## src/rtl/sedf_pkg.sv

```systemverilog
// Shared constants, queue entry type and CRC helpers for the STX/ETX DLE framer.
// No dependencies; imported by all framer modules.
package sedf_pkg;

   localparam logic [7:0]  CH_STX   = 8'h02;
   localparam logic [7:0]  CH_ETX   = 8'h03;
   localparam logic [7:0]  CH_DLE   = 8'h10;
   localparam logic [7:0]  CH_XON   = 8'h11;
   localparam logic [7:0]  CH_XOFF  = 8'h13;
   localparam logic [7:0]  ESC_OR   = 8'h40;
   localparam logic [15:0] CRC_POLY = 16'h1021;

   // One classified payload byte, handed from front end to back end.
   typedef struct packed {
      logic [7:0]  data;
      logic        open_frame;   // emit STX ahead of the byte
      logic        close_frame;  // emit CRC and ETX after the byte
      logic [15:0] crc;          // CRC including this byte
   } entry_type;

   // CRC-16 CCITT, MSB first, one byte
   function automatic logic [15:0] crc_add(logic [15:0] crc, logic [7:0] c);
      logic [15:0] r;
      r = crc ^ {c, 8'h00};
      for (int k = 0; k < 8; k++) begin
         r = r[15] ? ((r << 1) ^ CRC_POLY) : (r << 1);
      end
      return r;
   endfunction

   localparam logic [15:0] CRC_SEED = crc_add(16'h0000, CH_STX);

   function automatic logic needs_esc(logic [7:0] b);
      return (b == CH_STX) || (b == CH_ETX) || (b == CH_DLE) ||
             (b == CH_XON) || (b == CH_XOFF);
   endfunction

endpackage

```

## src/rtl/stx_etx_dle_framer_crc16.sv

```systemverilog
// STX/ETX framer with DLE stuffing and CRC-16 CCITT; top level.
// A request passes the FIFO, the back-end entry register and the output register.
// Throughput: one line byte per cycle from the back-end serializer unless rsp_tready is
// low; a request yields 1 to 8 line bytes and queues in a FIFO_DEPTH-entry buffer.
// Reset (synchronous, active high): CRC cleared, no frame open, queue and output empty.
module stx_etx_dle_framer_crc16 #(
   parameter int FIFO_DEPTH = 4
) (
   input  logic        clock,
   input  logic        reset,
   input  logic        req_tvalid,
   output logic        req_tready,
   input  logic [7:0]  req_tdata,   // [7:0] payload_byte
   input  logic        req_tlast,   // end_of_command
   output logic        rsp_tvalid,
   input  logic        rsp_tready,
   output logic [7:0]  rsp_tdata,   // [7:0] line_byte
   output logic        rsp_tlast,   // last_of_run
   output logic        rsp_tuser    // frame_done
);
   import sedf_pkg::*;

   logic      q_ready;
   logic      q_push;
   entry_type q_entry;
   logic      q_pop;
   entry_type q_head;
   logic      q_valid;

   sedf_front u_front (
      .clock      (clock),
      .reset      (reset),
      .req_tvalid (req_tvalid),
      .req_tready (req_tready),
      .req_tdata  (req_tdata),
      .req_tlast  (req_tlast),
      .q_ready    (q_ready),
      .q_push     (q_push),
      .q_entry    (q_entry)
   );

   sedf_fifo #(
      .DEPTH (FIFO_DEPTH)
   ) u_fifo (
      .clock      (clock),
      .reset      (reset),
      .push       (q_push),
      .push_entry (q_entry),
      .ready      (q_ready),
      .pop        (q_pop),
      .head       (q_head),
      .valid      (q_valid)
   );

   sedf_back u_back (
      .clock      (clock),
      .reset      (reset),
      .q_valid    (q_valid),
      .q_head     (q_head),
      .q_pop      (q_pop),
      .rsp_tvalid (rsp_tvalid),
      .rsp_tready (rsp_tready),
      .rsp_tdata  (rsp_tdata),
      .rsp_tlast  (rsp_tlast),
      .rsp_tuser  (rsp_tuser)
   );

endmodule

```

## src/rtl/sedf_front.sv

```systemverilog
// Front end: accepts payload requests, tracks frame state and running CRC.
// Depends on sedf_pkg; pushes classified entries into sedf_fifo.
module sedf_front (
   input  logic                 clock,
   input  logic                 reset,
   input  logic                 req_tvalid,
   output logic                 req_tready,
   input  logic [7:0]           req_tdata,   // [7:0] payload_byte
   input  logic                 req_tlast,   // end_of_command
   input  logic                 q_ready,
   output logic                 q_push,
   output sedf_pkg::entry_type  q_entry
);
   import sedf_pkg::*;

   logic [15:0] crc_ff, crc_in;
   logic        open_ff, open_in;
   logic [15:0] crc_base;
   logic [15:0] crc_next;
   logic        accept;

   assign req_tready = q_ready;
   assign accept     = req_tvalid && q_ready;
   assign crc_base   = open_ff ? crc_ff : CRC_SEED;
   assign crc_next   = crc_add(crc_base, req_tdata);

   always_comb begin
      q_push              = accept;
      q_entry.data        = req_tdata;
      q_entry.open_frame  = !open_ff;
      q_entry.close_frame = req_tlast;
      q_entry.crc         = crc_next;
      crc_in              = crc_ff;
      open_in             = open_ff;
      if (accept) begin
         crc_in  = req_tlast ? 16'h0000 : crc_next;
         open_in = !req_tlast;
      end
   end

   always_ff @(posedge clock) begin
      if (reset) begin
         crc_ff  <= 16'h0000;
         open_ff <= 1'b0;
      end else begin
         crc_ff  <= crc_in;
         open_ff <= open_in;
      end
   end

endmodule

```

## src/rtl/sedf_fifo.sv

```systemverilog
// Short queue of classified entries between front end and back end.
// Depends on sedf_pkg for the entry type.
module sedf_fifo #(
   parameter int DEPTH = 4
) (
   input  logic                 clock,
   input  logic                 reset,
   input  logic                 push,
   input  sedf_pkg::entry_type  push_entry,
   output logic                 ready,
   input  logic                 pop,
   output sedf_pkg::entry_type  head,
   output logic                 valid
);
   import sedf_pkg::*;

   localparam int AW = (DEPTH > 1) ? $clog2(DEPTH) : 1;
   localparam int CW = $clog2(DEPTH + 1);

   entry_type         mem_ff [DEPTH];
   logic [AW-1:0]     wr_ptr_ff, wr_ptr_in;
   logic [AW-1:0]     rd_ptr_ff, rd_ptr_in;
   logic [CW-1:0]     count_ff, count_in;
   logic              do_push, do_pop;

   assign ready   = (count_ff != CW'(DEPTH));
   assign valid   = (count_ff != '0);
   assign head    = mem_ff[rd_ptr_ff];
   assign do_push = push && ready;
   assign do_pop  = pop && valid;

   always_comb begin
      wr_ptr_in = wr_ptr_ff;
      rd_ptr_in = rd_ptr_ff;
      count_in  = count_ff;
      if (do_push) begin
         wr_ptr_in = (wr_ptr_ff == AW'(DEPTH - 1)) ? '0 : wr_ptr_ff + 1'b1;
      end
      if (do_pop) begin
         rd_ptr_in = (rd_ptr_ff == AW'(DEPTH - 1)) ? '0 : rd_ptr_ff + 1'b1;
      end
      if (do_push && !do_pop) begin
         count_in = count_ff + 1'b1;
      end else if (do_pop && !do_push) begin
         count_in = count_ff - 1'b1;
      end
   end

   always_ff @(posedge clock) begin
      if (do_push) begin
         mem_ff[wr_ptr_ff] <= push_entry;
      end
   end

   always_ff @(posedge clock) begin
      if (reset) begin
         wr_ptr_ff <= '0;
         rd_ptr_ff <= '0;
         count_ff  <= '0;
      end else begin
         wr_ptr_ff <= wr_ptr_in;
         rd_ptr_ff <= rd_ptr_in;
         count_ff  <= count_in;
      end
   end

endmodule

```

## src/rtl/sedf_back.sv

```systemverilog
// Back end: expands each entry into line bytes (STX, escaped data, CRC, ETX).
// Depends on sedf_pkg; drives the registered response channel.
module sedf_back (
   input  logic                 clock,
   input  logic                 reset,
   input  logic                 q_valid,
   input  sedf_pkg::entry_type  q_head,
   output logic                 q_pop,
   output logic                 rsp_tvalid,
   input  logic                 rsp_tready,
   output logic [7:0]           rsp_tdata,   // [7:0] line_byte
   output logic                 rsp_tlast,   // last_of_run
   output logic                 rsp_tuser    // frame_done
);
   import sedf_pkg::*;

   localparam logic [2:0] PH_STX  = 3'd0;
   localparam logic [2:0] PH_DATA = 3'd1;
   localparam logic [2:0] PH_CRCH = 3'd2;
   localparam logic [2:0] PH_CRCL = 3'd3;
   localparam logic [2:0] PH_ETX  = 3'd4;

   entry_type   ent_ff, ent_in;
   logic        busy_ff, busy_in;
   logic [2:0]  phase_ff, phase_in;
   logic        esc_ff, esc_in;
   logic        vld_ff, vld_in;
   logic [7:0]  data_ff, data_in;
   logic        last_ff, last_in;
   logic        done_ff, done_in;

   logic [7:0]  cur_byte;
   logic        escapable;
   logic [7:0]  emit_byte;
   logic        esc_next;
   logic        advance;
   logic        finish;
   logic [2:0]  phase_next;
   logic        step;
   logic        load;

   always_comb begin
      cur_byte   = ent_ff.data;
      escapable  = 1'b1;
      phase_next = PH_ETX;
      unique case (phase_ff)
         PH_STX: begin
            cur_byte   = CH_STX;
            escapable  = 1'b0;
            phase_next = PH_DATA;
         end
         PH_DATA: begin
            cur_byte   = ent_ff.data;
            phase_next = PH_CRCH;
         end
         PH_CRCH: begin
            cur_byte   = ent_ff.crc[15:8];
            phase_next = PH_CRCL;
         end
         PH_CRCL: begin
            cur_byte   = ent_ff.crc[7:0];
            phase_next = PH_ETX;
         end
         PH_ETX: begin
            cur_byte   = CH_ETX;
            escapable  = 1'b0;
            phase_next = PH_ETX;
         end
         default: begin
            cur_byte   = CH_ETX;
            escapable  = 1'b0;
            phase_next = PH_ETX;
         end
      endcase

      // first half of an escape sends DLE and holds the phase
      if (!esc_ff && escapable && needs_esc(cur_byte)) begin
         emit_byte = CH_DLE;
         esc_next  = 1'b1;
         advance   = 1'b0;
      end else begin
         emit_byte = esc_ff ? (cur_byte | ESC_OR) : cur_byte;
         esc_next  = 1'b0;
         advance   = 1'b1;
      end

      finish = advance && (((phase_ff == PH_DATA) && !ent_ff.close_frame) ||
                           (phase_ff == PH_ETX));
      step   = busy_ff && (!vld_ff || rsp_tready);
      load   = (!busy_ff || (step && finish)) && q_valid;
      q_pop  = load;

      busy_in  = busy_ff;
      ent_in   = ent_ff;
      phase_in = phase_ff;
      esc_in   = esc_ff;
      if (load) begin
         busy_in  = 1'b1;
         ent_in   = q_head;
         phase_in = q_head.open_frame ? PH_STX : PH_DATA;
         esc_in   = 1'b0;
      end else if (step) begin
         esc_in = esc_next;
         if (finish) begin
            busy_in = 1'b0;
         end else if (advance) begin
            phase_in = phase_next;
         end
      end

      vld_in  = vld_ff;
      data_in = data_ff;
      last_in = last_ff;
      done_in = done_ff;
      if (step) begin
         vld_in  = 1'b1;
         data_in = emit_byte;
         last_in = finish;
         done_in = advance && (phase_ff == PH_ETX);
      end else if (rsp_tready) begin
         vld_in = 1'b0;
      end
   end

   assign rsp_tvalid = vld_ff;
   assign rsp_tdata  = data_ff;
   assign rsp_tlast  = last_ff;
   assign rsp_tuser  = done_ff;

   always_ff @(posedge clock) begin
      ent_ff  <= ent_in;
      data_ff <= data_in;
      last_ff <= last_in;
      done_ff <= done_in;
   end

   always_ff @(posedge clock) begin
      if (reset) begin
         busy_ff  <= 1'b0;
         phase_ff <= PH_STX;
         esc_ff   <= 1'b0;
         vld_ff   <= 1'b0;
      end else begin
         busy_ff  <= busy_in;
         phase_ff <= phase_in;
         esc_ff   <= esc_in;
         vld_ff   <= vld_in;
      end
   end

endmodule

```

## config.mk

```make
export PLATFORM = sky130hd
export DESIGN_NAME = stx_etx_dle_framer_crc16
export DESIGN_NICKNAME = d
export VERILOG_FILES = /design/src/rtl/sedf_pkg.sv /design/src/rtl/stx_etx_dle_framer_crc16.sv /design/src/rtl/sedf_front.sv /design/src/rtl/sedf_fifo.sv /design/src/rtl/sedf_back.sv
export SDC_FILE = /design/constraint.sdc
export NUM_CORES = 1
export LEC_CHECK = 0
export BUFFER_PORTS_ARGS = -buffer_cell sky130_fd_sc_hd__buf_2
export CORE_MARGIN = 4
export CORE_UTILIZATION = 65
export CTS_BUF_LIST = sky130_fd_sc_hd__clkbuf_8 sky130_fd_sc_hd__clkbuf_16
export DETAILED_ROUTE_END_ITERATION = 8
export PLACE_DENSITY = 0.95
export REMOVE_ABC_BUFFERS = 1
export SLEW_MARGIN = 25
export SYNTH_ARGS = -nofsm -noshare
export SYNTH_HDL_FRONTEND = slang
export SYNTH_HIERARCHICAL = 1
export SYNTH_SLANG_ARGS = --single-unit
```

## constraint.sdc

```tcl
create_clock -name clock -period 12.7 [get_ports clock]
set_input_delay 2.54 -clock clock [delete_from_list [all_inputs] [get_ports clock]]
set_output_delay 2.54 -clock clock [all_outputs]
set_load 0.005 [all_outputs]
```

==> results of run 1 <==
==> kinds of logic after synthesis <==
| family | synth area share [%] |
|---|---|
| adder cells (fa/ha/maj) | 1.32 |
| buffers and inverters | 3.87 |
| AO/OA/AOI/OAI | 5.88 |
| XOR/XNOR | 4.80 |
| AND/OR/NAND/NOR | 7.65 |
| multiplexers | 9.73 |
| flip-flops | 66.7 |
==> state kept, by name, summed over array words and instances, names as in the netlist, named ones only <==
name and count:
u_fifo/mem_ff 104, u_back/ent_ff 25, u_front/crc_ff 16, u_back/rsp_tdata 8, u_back/phase_ff 3, u_fifo/count_ff 3
u_fifo/rd_ptr_ff 2, u_fifo/wr_ptr_ff 2, u_back/busy_ff 1, u_back/esc_ff 1, u_back/rsp_tlast 1, u_back/rsp_tuser 1
u_back/rsp_tvalid 1, u_front/open_ff 1
==> synthesized netlist by cell type, types with 3 or more instances <==
cell      count
a22oi_1       4
nand3_1       4
clkbuf_1      7
buf_2         6
o21ai_0      15
mux2i_1       9
or2_2         5
xnor2_1       5
nor2_1       25
buf_4        15
edfxtp_1    139
nand2_1      20
nand2b_1      3
or3_1         5
and2_1        6
dfxtp_1      32
mux4_2       26
xnor3_1       3
inv_1        17
xor3_1        3
a32oi_1       5
xor2_1       15
nand3b_1      8
a211oi_1      5
and3_2        4
o31ai_1       5
a21oi_1      17
ha_1          6
a21o_1        4
==> metal layers <==
metal	GRT usage, %	share of wire, %
met1	29.2	39
met2	36.0	51
met3	6.15	8.4
met4	8.25	2.0
met5	0	0
==> critical path, stage by stage <==
cell      delay [ns]
buf_2           0.09
nor2b_1         0.26
a211oi_1        0.11
o21ai_0         0.31
a41oi_2         0.07
buf_4           0.28
o31ai_1         0.20
ha_1            0.29
inv_1           0.06
fa_1            0.37
xor2_1          0.18
or3_2           0.42
a21oi_1         0.14
==> power breakdown <==
| part | internal, W | total, W | switching [W] |
|---|---|---|---|
| Clock | 0.000297 | 0.000495 | 0.000198 |
| Sequential | 0.000778 | 0.000855 | 0.0000769 |
| Combinational | 0.000166 | 0.000369 | 0.000202 |
| Total | 0.00124 | 0.00172 | 0.000477 |
==> area by class of cell <==
| type | count | area (um2) | share of cell area [%] |
|---|---|---|---|
| clock buffers | 21 | 469 | 5.94 |
| clock inverters | 11 | 104 | 1.32 |
| inverters | 17 | 63.8 | 0.808 |
| multi-input cells | 237 | 2130 | 26.9 |
| flip-flops and latches | 171 | 4820 | 61.0 |
| well taps | 140 | 175 | 2.22 |
| repair buffers | 26 | 135 | 1.71 |
==> through the flow <==
| stage | hold slack (ns) | instance area [um2] | power [W] | instances |
|---|---|---|---|---|
| after global routing | 0.523 | 7890 | 0.00180 | 623 |
| final | 0.499 | 7890 | 0.00172 | 623 |
| after floorplan | 0.437 | 7000 | 0.00110 | 425 |
| after global placement | 0.458 | 7320 | 0.00119 | 591 |
| after detailed placement | 0.479 | 7320 | 0.00123 | 591 |
| after CTS | 0.501 | 7890 | 0.00172 | 623 |
==> worst max path at each step <==
stage               startpoint                         endpoint  slack, ns
global route        rsp_tready  u_fifo/count_ff[2]$_SDFFE_PP0P_       7.74
CTS                 rsp_tready  u_fifo/count_ff[2]$_SDFFE_PP0P_       7.89
detailed placement  rsp_tready  u_fifo/count_ff[2]$_SDFFE_PP0P_       7.41
finish              rsp_tready  u_fifo/count_ff[2]$_SDFFE_PP0P_       7.82
global placement    rsp_tready  u_fifo/count_ff[2]$_SDFFE_PP0P_       7.57
floorplan           rsp_tready  u_fifo/count_ff[2]$_SDFFE_PP0P_       6.76
==> results.yml, run 1 <==
outcome:
  status: "completed"
clock_network:
  ctsResizeCount: 0
  clkTransAtPathRegs_ns: 0.06
  cts_root_buffer: "clkbuf_8"
  cts.hold.buffers_added: 0
  cts_tree: "done"
  clk_latency_ns: 0.53
  cts_setup_buffers: 0
  clock-sinks: 171
  cts_max_level: 4
  clock_tree.buffer_depth: 2
  cts_inserted_buffers: 17
floorplanning:
  die_height_um: 113
  boundaryPins: 25
  die_area_um2: 12800
  core-area_um2: 10800
  rows: 38
  fp.dieW_um: 113
  initial_utilization_pct: 66.5
worst_setup_path:
  timing.rr.start: "u_back/phase_ff[1]$_SDFFE_PP0P_"
  rrSetupSlack_ns: 8.61
  critPathLaunchType: "input port"
  crit_fanout: 29
  crit_type: "in -> reg"
  r2r_cells: 12
  critPathRequiredTime_ns: 13.16
  cp.arrival_ns: 5.34
  endpoint_kind: "flop"
  worstReg2RegEnd: "u_fifo/count_ff[2]$_SDFFE_PP0P_"
sta:
  setup_viol: 0
  hold_viol: 0
  fin_crit_ns: 4.88
  slew_violations: 0
  timing.final.crit_share_pct: 38.4
  fin_skew_ns: 0.00941
  worst_slack_ns: 7.82
  grt_setup_unrepaired: "false"
  fmax_mhz: 205
  tightest_slew_ns: 1.00
  relSlewSlack_pct: 32.8
  tns_ns: 0
finish:
  fin_nets: 490
  final_cell_mix: "139 x edfxtp_1, 31 x dfxtp_1, 26 x mux4_2"
  drive_gt1_share_pct: 21.5
  area_growth_syn_to_layout_pct: 9.42
  layout_commonest_cell: "edfxtp_1"
  antenna_cells: 0
  nFillCells: 634
  fin_util_pct: 72.8
power:
  power.leakage_nw: 2.77
  p_per_area_nw_per_um2: 218
  vdd.ir_drop.worst_mv: 0.163
global_routing:
  gr-usage-all-layers_pct: 22.2
  grt_pass1_vias: 3900
  grt_pass1_wl_um: 20900
  gr-total-overflow: 0
  grt_antenna_before_repair: 0
  grt_max_degree: 32
synthesis:
  syn_inst: 458
  yosysWarnings: 6
  synth_edf_count: 139
  ys.flop_type: "edfxtp_1"
  netlist.area_leader.share_pct: 57.9
  synth_area_um2: 7210
  ys_ff_latch: 171
  syn_area_per_cell_um2: 15.7
  synth_largest_area_cell: "edfxtp_1"
  synth_cell_types: 61
  ys_seq_area_share_pct: 66.7
  synth_area_leaders: "edfxtp_1 58%, dfxtp_1 8.9%, mux4_2 8.1%"
  synth-async-reset-ratio_pct: 0
hold_path:
  hold_start: "u_front/crc_ff[7]$_SDFFE_PP0P_"
  whs_endpoint: "u_front/crc_ff[7]$_SDFFE_PP0P_"
  min_path_type: "reg -> reg"
  holdPathStages: 2
routing:
  vias: 3897
  drtPass1Iterations: 6
  drt_wl_total_um: 13300
  drc_errors: 0
  drt_iter0_markers: 399
  viasPerCell: 6.26
  antenna_left: 0
  wl_per_cell_um: 21.3
place:
  dp_hpwl_um: 8300
  io_buffers: 24
  place_ws_ns: 7.41
  finalWeightedCongestion: 0.813
flow_run:
  drv_cap: 0
(Power assumes the default switching activity.)
==> inputs of run 2 (changes only) <==
CORE_UTILIZATION = 61   (was 65)
PLACE_DENSITY = 0.91   (was 0.95)
clock period = 4.81 ns   (was 12.7 ns; I/O delays follow)
==> run 2 against run 1 <==
Count of clock-buffer cells in the layout did not move. Largest power group unchanged. Setup slack worse by 7.0 ns. Design area is 0.11% lower. Final cell count grew 0.48%. Global-route usage decreased by 1.5 points. First-iteration DRC count grew 17%. Hold slack got worse by 0.0074 ns. Via count is 0.87% lower. Wire length decreased by 3.2%. Sequential share of layout area is 0.068 points higher. Total power rose to 2.6 times the previous value.
==> results.yml, run 2 (synthesis gave the netlist of run 1 again) <==
worst_setup_path:
  endpoint_kind: "flop"
  critPathSlowestCell: "dfxtp_1"
  critPathBufInv: 2
  max_stage_delay_ns: 0.83
  crit_fanout: 29
  r2r_cells: 12
  crit_type: "reg -> reg"
  critical-path-top-delay-family: "simple AND/OR/NAND/NOR gates"
  cp.arrival_ns: 4.30
  path_cells: "mux2i_1 > a22oi_1 > nor4_2 > a41oi_2 > buf_4 > o31ai_1 > ha_1 > inv_1 > fa_1 > xor2_1 > or3_2 > a21oi_1"
  path_depth: 12
  critPathRequiredTime_ns: 5.16
  critPathLaunchType: "flop"
finish:
  nFillCells: 766
  final_cell_mix: "139 x edfxtp_1, 31 x dfxtp_1, 26 x mux4_2"
  largestRegisters: "u_fifo/mem_ff x104, u_back/ent_ff x25, u_front/crc_ff x16"
  multi_input_area_um2: 2130
  drive_gt1_share_pct: 21.5
  largest_reg_flops: 104
  fin_nets: 490
  layout_commonest_cell: "edfxtp_1"
  antenna_cells: 0
  regArea_um2: 4820
  regMostFlops: "u_fifo/mem_ff"
  area_growth_syn_to_layout_pct: 9.30
sta:
  worst_slack_ns: 0.864
  hold-worst-slack_ns: 0.491
  relSlewSlack_pct: 36.9
  slew_violations: 0
  setup_viol: 0
  fin_crit_ns: 3.95
  tns_ns: 0
  timing.final.crit_share_pct: 82.0
  fin_skew_ns: 0.00731
  hold_viol: 0
  grt_setup_unrepaired: "false"
  fmax_mhz: 253
  tightest_slew_ns: 0.943
clock_network:
  cts.hold.buffers_added: 0
  cts_max_level: 4
  ctsResizeCount: 0
  cts_tree: "done"
  clkTransAtPathRegs_ns: 0.06
  cts_root_buffer: "clkbuf_16"
  cts_setup_buffers: 0
  cts_inserted_buffers: 17
  clock_tree.buffer_depth: 2
  clock-sinks: 171
  clk_latency_ns: 0.43
flow_run:
  drv_cap: 0
global_routing:
  gr-usage-all-layers_pct: 20.8
  grt_max_degree: 32
  grt_pass1_wl_um: 20700
  grt_pass1_vias: 3899
  gr-total-overflow: 0
  grt_antenna_before_repair: 0
routing:
  drtPass1Iterations: 5
  drt_wl_total_um: 12900
  viasPerCell: 6.17
  drt_iter0_markers: 466
  drc_errors: 0
  wl_per_cell_um: 20.6
  vias: 3863
  antenna_left: 0
outcome:
  status: "completed"
power:
  p_per_area_nw_per_um2: 570
  vdd.ir_drop.worst_mv: 0.362
  power.leakage_nw: 2.76
floorplanning:
  die_area_um2: 13600
  rows: 39
  fp.dieW_um: 117
  initial_utilization_pct: 62.6
  boundaryPins: 25
  die_height_um: 117
  core-area_um2: 11500
hold_path:
  min_path_type: "reg -> reg"
  holdPathStages: 2
place:
  io_buffers: 24
  dp_hpwl_um: 8110
  finalWeightedCongestion: 0.834
  place_ws_ns: 1.00
[run 2: cell types whose count changed in the layout (fill, tap and decap cells not counted)]
cell / previous run / this run
clkbuf_16: 16 / 17
inv_6: 1 / 0
clkinvlp_4: 0 / 2
clkbuf_8: 5 / 4
bufinv_16: 2 / 1
[run 2: final timing paths]
check | startpoint | slack [ns] | to
setup reg to reg | u_back/phase_ff[1]$_SDFFE_PP0P_ | 0.86 | u_fifo/count_ff[2]$_SDFFE_PP0P_
setup / recovery | u_back/phase_ff[1]$_SDFFE_PP0P_ | 0.86 | u_fifo/count_ff[2]$_SDFFE_PP0P_
hold reg to reg | u_front/crc_ff[7]$_SDFFE_PP0P_ | 0.49 | u_front/crc_ff[7]$_SDFFE_PP0P_
hold / removal | u_front/crc_ff[7]$_SDFFE_PP0P_ | 0.49 | u_front/crc_ff[7]$_SDFFE_PP0P_
[run 2: power by group]
part | internal, W | switching (W)
Sequential | 0.00205 | 0.000205
Combinational | 0.000439 | 0.000522
Clock | 0.000755 | 0.000517
Total | 0.00325 | 0.00124
[run 2: area by class of cell]
type	count	share of cell area [%]
Inverter	17	0.809
Multi-Input combinational cell	237	27.0
Tap cell	143	2.27
Clock inverter	11	1.02
Clock buffer	21	6.09
Sequential cell	171	61.1
Timing Repair Buffer	26	1.71
[run 2: worst reg2reg max path, delay by kind of cell (launching register included)]
kind / cells / cell delay (ns)
adders and majority gates: 2 / 0.67
and+or+nand+nor: 2 / 0.86
DFF: 1 / 0.83
AOI/OAI and AO/OA: 4 / 0.66
muxes: 1 / 0.35
xor gates and xnor gates: 1 / 0.18
buffers and inverters: 2 / 0.32
[run 2: through the flow]
stage / util, % / cells / area, um2 / power [W]
3_5_place_dp: 63.6 / 594 / 7320 / 0.00325
6_report: 68.5 / 626 / 7880 / 0.00449
4_1_cts: 68.4 / 626 / 7880 / 0.00452
5_1_grt: 68.5 / 626 / 7880 / 0.00472
3_3_place_gp: 63.6 / 594 / 7320 / 0.00317
2_1_floorplan: - / 425 / 7000 / 0.00291
[run 2: metal layers]
layer  part of all wire, %  GRT usage (%)
met5                     0              0
met4                   1.5           7.49
met3                   5.2           5.49
met2                    50           33.3
met1                    43           27.8
